--- config.mk ---
export PLATFORM = sky130hd
export DESIGN_NAME = sorted_byte_list_core
export DESIGN_NICKNAME = d
export VERILOG_FILES = /design/src/sv/sbl_pkg.sv /design/src/sv/sbl_cell.sv /design/src/sv/sorted_byte_list_core.sv
export SDC_FILE = /design/constraint.sdc
export NUM_CORES = 1
export LEC_CHECK = 0
export BUFFER_PORTS_ARGS = -buffer_cell sky130_fd_sc_hd__buf_2
export CAP_MARGIN = 20
export CORE_ASPECT_RATIO = 0.9
export CORE_UTILIZATION = 43
export DETAILED_ROUTE_END_ITERATION = 7
export SETUP_SLACK_MARGIN = 0.1
export SYNTH_ARGS = -nofsm -noshare
export SYNTH_HDL_FRONTEND = slang
export SYNTH_SLANG_ARGS = --single-unit
--- constraint.sdc ---
create_clock -name clk -period 2.7 [get_ports clk]
set_clock_uncertainty 0.2 [all_clocks]
set_input_delay 0 -clock clk [delete_from_list [all_inputs] [get_ports clk]]
set_output_delay 0 -clock clk [all_outputs]
set_load 0.05 [all_outputs]
--- src/sv/sbl_pkg.sv ---
`timescale 1ns / 1ps

package sbl_pkg;

    // Operation codes of an input item.
    localparam logic CMD_INSERT = 1'b0;
    localparam logic CMD_REMOVE = 1'b1;

    // Result status codes.
    typedef enum logic [1:0] {
        ST_INSERTED = 2'd0,
        ST_FULL     = 2'd1,
        ST_DELETED  = 2'd2,
        ST_NOTFOUND = 2'd3
    } sbl_status_t;

    // One input item.
    typedef struct packed {
        logic              command;
        logic signed [7:0] value;
    } sbl_in_t;

    // One result item.
    typedef struct packed {
        sbl_status_t       status;
        logic [4:0]        count;
        logic signed [7:0] head_value;
        logic              empty_res;
    } sbl_out_t;

    // Per-operation control broadcast to every cell.
    typedef struct packed {
        logic insert;
        logic remove;
    } sbl_cell_ctrl_t;

endpackage

--- src/sv/sbl_cell.sv ---
`timescale 1ns / 1ps

module sbl_cell (
    input  logic                   clk,
    input  sbl_pkg::sbl_cell_ctrl_t ctrl,
    input  logic signed [7:0]      value,
    input  logic                   occupied,
    input  logic                   left_gt,
    input  logic signed [7:0]      left_entry,
    input  logic signed [7:0]      right_entry,
    output logic signed [7:0]      entry,
    output logic                   gt,
    output logic                   eq
);
    import sbl_pkg::*;

    logic signed [7:0] entry_reg;
    logic signed [7:0] entry_next;

    // Local comparison against the broadcast value.
    assign gt    = occupied && (value > entry_reg);
    assign eq    = occupied && (value == entry_reg);
    assign entry = entry_reg;

    // Cells holding smaller entries keep them; the rest shift right on an
    // insert (the boundary cell takes the new value) or left on a removal.
    always_comb
    begin
        entry_next = entry_reg;
        if (ctrl.insert && !gt)
        begin
            entry_next = left_gt ? value : left_entry;
        end
        else if (ctrl.remove && !gt)
        begin
            entry_next = right_entry;
        end
    end

    always_ff @(posedge clk)
    begin
        entry_reg <= entry_next;
    end

endmodule

--- src/sv/sorted_byte_list_core.sv ---
`timescale 1ns / 1ps

// Sorted byte list: holds up to CAPACITY signed bytes in ascending order,
// duplicates allowed, in a row of compare-and-shift cells.
//
// Input channel: item (command, value) is taken at a rising edge where start
// is high and busy is low. Insert places the value before the first entry
// that is not smaller; delete removes the first entry equal to the value.
//
// Result channel: done is high for exactly one cycle, in the cycle after the
// item was taken, while result carries status, count, the smallest entry
// (zero when empty) and the empty flag. The receiver cannot stall; the
// result holds until the next taken item replaces it.
//
// Throughput: one item per cycle. Every cell compares and shifts in the
// same cycle, so busy stays low and start may be held high continuously.
//
// Reset: the list is empty after rst_n; no clearing pass is needed since
// only cells below the fill count are ever compared or reported.
module sorted_byte_list_core #(
    parameter int CAPACITY = 16
) (
    input  logic              clk,
    input  logic              rst_n,
    input  logic              start,
    output logic              busy,
    input  sbl_pkg::sbl_in_t  item,
    output logic              done,
    output sbl_pkg::sbl_out_t result
);
    import sbl_pkg::*;

    localparam int FILL_W = $clog2(CAPACITY + 1);

    logic [FILL_W-1:0] fill_reg;
    logic [FILL_W-1:0] fill_next;
    logic              done_reg;
    sbl_status_t       status_reg;
    sbl_status_t       status_next;

    logic signed [7:0] entry_w [CAPACITY];
    logic [CAPACITY-1:0] gt_w;
    logic [CAPACITY-1:0] eq_w;

    logic           accept;
    logic           full;
    logic           found;
    sbl_cell_ctrl_t ctrl;
    logic [FILL_W+4:0] fill_ext;

    assign accept = start && !busy;
    assign busy   = 1'b0;
    assign full   = (fill_reg == FILL_W'(CAPACITY));
    assign found  = |eq_w;

    // Control broadcast: a refused insert or a missing value changes nothing.
    always_comb
    begin
        ctrl.insert = accept && (item.command == CMD_INSERT) && !full;
        ctrl.remove = accept && (item.command == CMD_REMOVE) && found;
    end

    // Row of cells; each sees its left and right neighbors.
    for (genvar i = 0; i < CAPACITY; i++)
    begin : g_cell
        logic              occ;
        logic              lgt;
        logic signed [7:0] lent;
        logic signed [7:0] rent;

        assign occ = (FILL_W'(i) < fill_reg);

        if (i == 0)
        begin : g_first
            assign lgt  = 1'b1;
            assign lent = item.value;
        end
        else
        begin : g_mid
            assign lgt  = gt_w[i-1];
            assign lent = entry_w[i-1];
        end

        if (i == CAPACITY - 1)
        begin : g_last
            assign rent = entry_w[i];
        end
        else
        begin : g_inner
            assign rent = entry_w[i+1];
        end

        sbl_cell u_cell (
            .clk         (clk),
            .ctrl        (ctrl),
            .value       (item.value),
            .occupied    (occ),
            .left_gt     (lgt),
            .left_entry  (lent),
            .right_entry (rent),
            .entry       (entry_w[i]),
            .gt          (gt_w[i]),
            .eq          (eq_w[i])
        );
    end

    // Fill count and status of the accepted item.
    always_comb
    begin
        fill_next   = fill_reg;
        status_next = status_reg;
        if (accept)
        begin
            if (item.command == CMD_INSERT)
            begin
                if (full)
                begin
                    status_next = ST_FULL;
                end
                else
                begin
                    status_next = ST_INSERTED;
                    fill_next   = fill_reg + 1'b1;
                end
            end
            else
            begin
                if (found)
                begin
                    status_next = ST_DELETED;
                    fill_next   = fill_reg - 1'b1;
                end
                else
                begin
                    status_next = ST_NOTFOUND;
                end
            end
        end
    end

    always_ff @(posedge clk or negedge rst_n)
    begin
        if (!rst_n)
        begin
            fill_reg   <= '0;
            done_reg   <= 1'b0;
            status_reg <= ST_INSERTED;
        end
        else
        begin
            fill_reg   <= fill_next;
            done_reg   <= accept;
            status_reg <= status_next;
        end
    end

    // Result fields read from the updated row; count wraps at the field width.
    assign fill_ext = {5'b0, fill_reg};
    assign done     = done_reg;

    always_comb
    begin
        result.status     = status_reg;
        result.count      = fill_ext[4:0];
        result.head_value = (fill_reg != '0) ? entry_w[0] : 8'sd0;
        result.empty_res  = (fill_reg == '0);
    end

`ifndef SYNTHESIS
    // Every accepted item yields a result in the next cycle.
    a_done_follows: assert property (@(posedge clk) disable iff (!rst_n)
        accept |=> done)
        else $error("result strobe missing after accepted item");

    // The fill count never exceeds the capacity.
    a_fill_bound: assert property (@(posedge clk) disable iff (!rst_n)
        fill_reg <= FILL_W'(CAPACITY))
        else $error("fill count beyond capacity");

    // A full report only happens with every cell occupied and nothing moved.
    a_full_stays: assert property (@(posedge clk) disable iff (!rst_n)
        (done && result.status == ST_FULL) |->
            (fill_reg == FILL_W'(CAPACITY)) && $stable(fill_reg))
        else $error("full status with free cells");

    // A deletion shrinks the list by exactly one entry.
    a_delete_shrinks: assert property (@(posedge clk) disable iff (!rst_n)
        (done && result.status == ST_DELETED) |->
            (fill_reg == $past(fill_reg) - 1'b1))
        else $error("deletion did not shrink the list by one");
`endif

endmodule
; After elaboration in Yosys (flattened, before gate mapping)
; Cells that the tools add are included.
[classes]
eq_ne = 19
order_cmp = 32
reduce_logical = 103
add_sub_neg = 2
muxes = 52
n_bitwise = 1
[op_table]
columns = cell, count
row1 = $mux W8, 46
row2 = $eq A8 B8 Y1, 16
row3 = $gt A8 B8 Y1, 16
row4 = $logic_and A1 B1 Y1, 67
row5 = $lt A4 B5 Y1 const A, 8
row6 = $reduce_bool A2 Y1, 15
row7 = $lt A3 B5 Y1 const A, 4
row8 = $logic_not A1 Y1, 17
row9 = $reduce_or A16 Y1, 1
row10 = $mux W5, 3
row11 = $lt A1 B5 Y1 const A, 2
row12 = $lt A2 B5 Y1 const A, 2
row13 = $add A5 B1 Y5 const B, 1
row14 = $eq A5 B5 Y1 const B, 1
row15 = $logic_not A5 Y1, 1
row16 = $reduce_bool A5 Y1, 1
row17 = $sub A5 B1 Y5 const B, 1
row18 = $reduce_and A3 Y1, 1
row19 = $mux W1, 2
row20 = $mux W2, 1
row21 = $ne A2 B1 Y1 const B, 1
row22 = $ne A2 B2 Y1 const B, 1
row23 = $not A1 Y1, 1
[word_totals]
in_bits = 12
word_cells = 228
output_inout_bits = 18
ff_bits = 136

; Depth between registers and ports, before layout
[depth]
word_depth = 7
mapped_depth = 12
depth_no_buf = 9

; By module
; Synthesis repeated with hierarchy kept, for this count alone.
[unflattened]
hier_cells = 1082
area_unflattened_um2 = 11813.8
[modules_own_cells]
columns = mod, instances, area_per_inst_um2, seq_area_each_um2, cells_each
row1 = sbl_cell, 16, 686.9, 240.2, 61
row2 = sorted_byte_list_core, 1, 823.3, 200.2, 106

; Worst setup path after synthesis
; No wires, ideal clock.
[synth_timing]
path_kind = reg-to-reg
from = reg fill_reg[1]
to = reg g_cell[5].u_cell.entry_reg[0], enable pin
synth_period_minus_slack_ns = 3.167
stages_incl_launch_ff = 11
setup_time_ns = 0.370
slack_ns = -0.467
required_ns = 2.130
arrival_ns = 2.597
n_path_buf = 4
cell_sequence = dfrtp_1 buf_4 inv_1 ha_1 nand3_1 nand3b_1 clkbuf_1 o21a_1 buf_6 buf_8 nor2_1
[synth_via]
elab_chain_cells = 6
elab_cells_between_ends = 42
cone_classes = 16 x order compare / 1 x eq/ne / 25 x reduce/logical
[synth_lines]
columns = item, line
row1 = "start, declared", sorted_byte_list_core.sv:35  ; logic [FILL_W-1:0] fill_reg;
row2 = "start signal, assigned", sorted_byte_list_core.sv:151  ; fill_reg <= fill_next;
row3 = $lt A1 B5 Y1 (tied with other cells), sorted_byte_list_core.sv:71  ; assign occ = (FILL_W'(i) < fill_reg);
row4 = $logic_and A1 B1 Y1, sbl_cell.sv:22  ; assign eq = occupied && (value == entry_reg);
row5 = $reduce_or A16 Y1, sorted_byte_list_core.sv:54  ; assign found = |eq_w;
row6 = $logic_and A1 B1 Y1, sorted_byte_list_core.sv:60  ; ctrl.remove = accept && (item.command == CMD_REMOVE) && found;
row7 = $logic_and A1 B1 Y1, sbl_cell.sv:34  ; else if (ctrl.remove && !gt)
row8 = $reduce_bool A2 Y1 (no source line) (*), -
row9 = "end signal, assigned", sbl_cell.sv:42  ; entry_reg <= entry_next;
row10 = "end, declared", sbl_cell.sv:17  ; logic signed [7:0] entry_reg;
; Every way passes the cells marked *; elsewhere a longest branch is shown, timed or not.
; A chain may end at the register's enable or synchronous reset.

; Worst setup path in the final report
[layout_timing]
from = reg fill_reg[2]
to = reg g_cell[12].u_cell.entry_reg[7], enable pin
[layout_via]
elab_chain_cells = 6
elab_cells_between_ends = 42
cone_classes = 16 x order compare / 1 x eq/ne / 25 x reduce/logical
[layout_lines]
columns = item, line
row1 = $lt A1 B5 Y1 (tied with other cells), sorted_byte_list_core.sv:71
row2 = $logic_and A1 B1 Y1, sbl_cell.sv:22
row3 = $reduce_or A16 Y1, sorted_byte_list_core.sv:54
row4 = $logic_and A1 B1 Y1, sorted_byte_list_core.sv:60
row5 = $logic_and A1 B1 Y1, sbl_cell.sv:34
row6 = $reduce_bool A2 Y1 (no source line) (*), -
row7 = "end signal, assigned", sbl_cell.sv:42
row8 = "end, declared", sbl_cell.sv:17
; Marks and branches as above.

==> run_summary.xml <==
<?xml version="1.0" encoding="UTF-8"?>
<metrics>
  <group name="sta">
    <metric name="hold_violations" unit="">0</metric>
    <metric name="max_clock_freq" unit="MHz">363.7</metric>
    <metric name="final-setup-viol-count" unit="">56</metric>
    <metric name="grt_setup_unrepaired" unit="">true</metric>
    <metric name="final.setup.tns" unit="ps">-1818</metric>
    <metric name="final.setup.worst_slack" unit="ps">-49.71</metric>
    <metric name="final_period_utilization" unit="%">101.8</metric>
    <metric name="worst_slew_margin_rel" unit="%">53.51</metric>
    <metric name="period_needed" unit="ps">2750</metric>
    <metric name="worst_slew_pin_slew" unit="ps">697.3</metric>
    <metric name="maxSlewViolCount" unit="">0</metric>
  </group>
  <group name="critical_path">
    <metric name="path_depth" unit="">10</metric>
    <metric name="timing.critical_path.slowest_cell_delay" unit="ps">500</metric>
    <metric name="worst_path_most_repeated_cell" unit="">sky130_fd_sc_hd__nor3_4</metric>
    <metric name="critical_path.cell_chain" unit="">buf_4, a41oi_4, nor3_4, a2111oi_4, nand3_2, nor3_4, o21a_4, buf_12, nor2_4, buf_6</metric>
    <metric name="timing.critical_path.from_type" unit="">flip-flop</metric>
    <metric name="regToRegEndpoint" unit="">g_cell[12].u_cell.entry[7]</metric>
    <metric name="highest_fanout_seen_on_the_critical_path" unit="">10</metric>
    <metric name="critical_path_required" unit="ps">2690</metric>
    <metric name="critical_path_class" unit="">flip-flop to flip-flop</metric>
    <metric name="worst-r2r-setup-slack" unit="ps">-50</metric>
    <metric name="endpoint_kind" unit="">flip-flop</metric>
    <metric name="cp_num_buf_inv" unit="">3</metric>
    <metric name="cp_top_family" unit="">compound AO/OA/AOI/OAI gates</metric>
    <metric name="crit_slowest_cell" unit="">sky130_fd_sc_hd__dfrtp_2</metric>
    <metric name="reg2reg_depth" unit="">10</metric>
    <metric name="launch_point_of_the_worst_reg_to_reg_path" unit="">fill_reg[2]</metric>
    <metric name="cp_data_arrival_time" unit="ps">2740</metric>
  </group>
  <group name="clocking">
    <metric name="cts_buffer_depth" unit="">2</metric>
    <metric name="cts_inserted_buffers" unit="">17</metric>
    <metric name="cts.sinks" unit="">136</metric>
    <metric name="clk_pin_slew_worst_paths" unit="ps">60</metric>
    <metric name="cts_tree" unit="">done</metric>
    <metric name="clkLatencyLatePin" unit="ps">430</metric>
    <metric name="cts_root_buf" unit="">sky130_fd_sc_hd__clkbuf_16</metric>
    <metric name="h_tree_levels" unit="">4</metric>
  </group>
  <group name="power">
    <metric name="pwr_density_cell" unit="mW/mm^2">782.0</metric>
    <metric name="share_comb_of_total_power" unit="%">53.4</metric>
    <metric name="p_leak" unit="nW">6.870</metric>
    <metric name="pwr-share-clk" unit="%">20.9</metric>
    <metric name="cell_internal_pwr" unit="mW">7.558</metric>
    <metric name="peakVddDrop" unit="mV">0.4681</metric>
    <metric name="power_switching_share" unit="%">38.38</metric>
    <metric name="share_seq_of_total_power" unit="%">25.6</metric>
    <metric name="p_sw" unit="mW">4.707</metric>
  </group>
  <group name="global_routing">
    <metric name="number_of_global_route_vias_before_repair" unit="">9729</metric>
    <metric name="gr-usage-all-layers" unit="%">27.58</metric>
    <metric name="overflow" unit="">0</metric>
    <metric name="grt_pass1_wl" unit="microns">54220</metric>
    <metric name="grt_start_max_net_pins" unit="">30</metric>
    <metric name="antenna_found_initial" unit="">0</metric>
  </group>
  <group name="synthesis">
    <metric name="synth_cell_types" unit="">59</metric>
    <metric name="postSynth.asyncResetShare" unit="%">5.882</metric>
    <metric name="syn-mean-instance-area" unit="sq um">9.908</metric>
    <metric name="synthesis.area" unit="sq mm">0.01081</metric>
    <metric name="synthesis.nets" unit="">1235</metric>
    <metric name="postSynthRegisterBits" unit="">136</metric>
    <metric name="synth_enable_flop_cells" unit="">128</metric>
    <metric name="post_synth_inst_count" unit="">1091</metric>
    <metric name="ys.flop_type" unit="">sky130_fd_sc_hd__edfxtp_1</metric>
    <metric name="ys.warnings.count" unit="">0</metric>
    <metric name="seq_total_area_yosys" unit="%">37.41</metric>
  </group>
  <group name="status">
    <metric name="status" unit="">finished, violations left</metric>
    <metric name="failed_checks" unit="">negative setup slack</metric>
  </group>
  <group name="min_path">
    <metric name="timing.hold.worst_path_depth" unit="">4</metric>
    <metric name="min_path_type" unit="">input pin to flip-flop</metric>
    <metric name="min_to" unit="">g_cell[1].u_cell.entry[1]</metric>
    <metric name="hold_path_startpoint" unit="">item[1]</metric>
  </group>
  <group name="drt">
    <metric name="post-route-drc-count" unit="">0</metric>
    <metric name="route.detailed.wl_per_inst" unit="microns">20.80</metric>
    <metric name="drt_iter0_drc" unit="">843</metric>
    <metric name="vias" unit="">9805</metric>
    <metric name="antenna_violating_nets_post_route" unit="">0</metric>
    <metric name="detail_route.vias_per_cell" unit="">5.609</metric>
    <metric name="detail_route.first_pass.iterations" unit="">5</metric>
    <metric name="routed_wl" unit="microns">36360</metric>
  </group>
  <group name="cells_and_area">
    <metric name="antenna_cells_inserted" unit="">0</metric>
    <metric name="utilization" unit="%">64.12</metric>
    <metric name="layout.filler_cells" unit="">1890</metric>
    <metric name="largest_register_ffs" unit="">128</metric>
    <metric name="share_of_layout_cells_above_drive_strength_1" unit="%">39.87</metric>
    <metric name="finalNetCount" unit="">1543</metric>
    <metric name="area.growth.synth_to_final" unit="%">45.10</metric>
  </group>
  <group name="place">
    <metric name="preCtsSetupSlack" unit="ps">-200.6</metric>
    <metric name="place_congestion" unit="">0.8974</metric>
    <metric name="numPortBuffers" unit="">28</metric>
    <metric name="place.detailed.hpwl" unit="microns">25390</metric>
  </group>
  <group name="floorplanning">
    <metric name="fp.dieW" unit="microns">169.1</metric>
    <metric name="floorplan.die.height" unit="microns">152.4</metric>
    <metric name="rows" unit="">54</metric>
    <metric name="ioPinCount" unit="">30</metric>
    <metric name="initial_util" unit="%">44.19</metric>
    <metric name="core_area" unit="sq mm">0.02446</metric>
    <metric name="floorplan.die_area" unit="sq mm">0.02578</metric>
  </group>
  <group name="job">
    <metric name="max-cap-violations" unit="">0</metric>
  </group>
</metrics>
## area by class of cell
class	instances	area, sq um	share of cell area [%]
Sequential cell	136	4053	25.84
Multi-Input combinational cell	780	7171	45.72
Tap cell	336	420.4	2.680
Timing Repair Buffer	334	2925	18.65
Inverter	130	490.5	3.127
Clock buffer	18	429.2	2.736
Clock inverter	14	195.2	1.245
## worst max-delay path by stage
stage | startpoint | to | slack [ps]
2_1_floorplan | g_cell[11].u_cell.entry[7] | g_cell[11].u_cell.entry[0] | -6
3_3_place_gp | g_cell[7].u_cell.entry[6] | g_cell[6].u_cell.entry[2] | -160
3_5_place_dp | item[7] | g_cell[11].u_cell.entry[3] | -200
4_1_cts | g_cell[7].u_cell.entry[7] | g_cell[8].u_cell.entry[0] | 30
5_1_grt | g_cell[3].u_cell.entry[6] | g_cell[13].u_cell.entry[4] | -130
6_report | fill_reg[2] | g_cell[12].u_cell.entry[7] | -50
## logic make-up (layout without fill, tap and decap cells)
group / Yosys count / after routing / share of synthesized area (%)
adders and majority gates: 132 / 132 / 15.28
xor gates and xnor gates: 3 / 3 / 0.2431
other: 1 / 1 / 0.03469
muxes: 154 / 154 / 14.47
DFF: 136 / 136 / 37.41
buffers and inverters: 175 / 496 / 6.609
AOI/OAI and AO/OA: 270 / 270 / 15.77
and+or+nand+nor: 220 / 220 / 10.19
## power groups by stage
| stage | combinational, mW | clock, mW | sequential, mW |
|---|---|---|---|
| final | 6.55 | 2.57 | 3.14 |
| after global routing | 7.00 | 2.67 | 3.17 |
| after CTS | 5.56 | 2.59 | 3.12 |
| after detailed placement | 5.06 | 0 | 3.18 |
| after global placement | 4.97 | 0 | 3.18 |
| after floorplan | 3.13 | 0 | 3.15 |
## metrics by stage
step / power [mW] / cells / hold WS [ps] / instance area (sq um)
after global routing: 12.84 / 1748 / 30.57 / 15680
after detailed placement: 8.238 / 1633 / -336.8 / 13230
after CTS: 11.26 / 1717 / 2.403 / 14680
final: 12.26 / 1748 / 5.811 / 15680
after global placement: 8.142 / 1633 / -340.7 / 13230
after floorplan: 6.283 / 1091 / -495.6 / 10960
## synthesized netlist by cell type, types with 7 or more instances
library cell               number  area, sq um
sky130_fd_sc_hd__mux2i_1      136         1361
sky130_fd_sc_hd__ha_1         132         1652
sky130_fd_sc_hd__inv_1        129        484.2
sky130_fd_sc_hd__edfxtp_1     128         3844
sky130_fd_sc_hd__o21ai_0       89        445.4
sky130_fd_sc_hd__nor2_1        66        247.7
sky130_fd_sc_hd__a21oi_1       62        310.3
sky130_fd_sc_hd__nand2_1       52        195.2
sky130_fd_sc_hd__nand4_1       31        193.9
sky130_fd_sc_hd__o21a_1        31        232.7
sky130_fd_sc_hd__clkbuf_1      20        75.07
sky130_fd_sc_hd__nor2b_1       20        125.1
sky130_fd_sc_hd__buf_2         18        90.09
sky130_fd_sc_hd__a21o_1        15        112.6
sky130_fd_sc_hd__nor2_2        13        81.33
sky130_fd_sc_hd__o21ai_1       13        65.06
sky130_fd_sc_hd__mux2_2        12        135.1
sky130_fd_sc_hd__o21bai_1      12        90.09
sky130_fd_sc_hd__nand2b_1       9        56.30
sky130_fd_sc_hd__dfrtp_1        8        200.2
sky130_fd_sc_hd__a211oi_1       7        52.55
## worst reg2reg max path, delay by kind of cell (launching register included)
family	cells	cell delay [ps]
and+or+nand+nor	4	480
AOI/OAI and AO/OA	3	800
buffers and inverters	3	530
DFF	1	500
## repair_timing
action	4_1_cts	5_1_grt
endpoints found under the setup margin	176	258
cloned	1	4
hold buffers	14	0
resized for setup	84	163
pin swaps	33	63
setup buffers	38	30
endpoints found under the hold margin	30	0
## cells in the final DEF, fill, tap and decap left out, drive strengths merged, types with 9 or more instances in the layout
cell         instances
mux2                18
ha                 132
clkbuf              21
o21ai              102
a21oi               65
nand4               31
inv                134
nand2b               9
nor2b               20
buf                317
dlygate4sd3         14
nor2                81
mux2i              136
edfxtp             128
o21bai              12
o21a                31
nand2               52
a21o                15
## routing by layer
metal / wire, microns / global-route usage, % / part of all wire [%] / up-vias
met2: 17010 / 44.56 / 47 / 340
met3: 1792 / 3.714 / 4.9 / 63
li1: - / - / - / 4607
met4: 913 / 8.108 / 2.5 / 0
met5: 0 / 0 / 0 / -
met1: 16640 / 38.37 / 46 / 4795
Note: power is estimated with default switching activity, not from simulation.
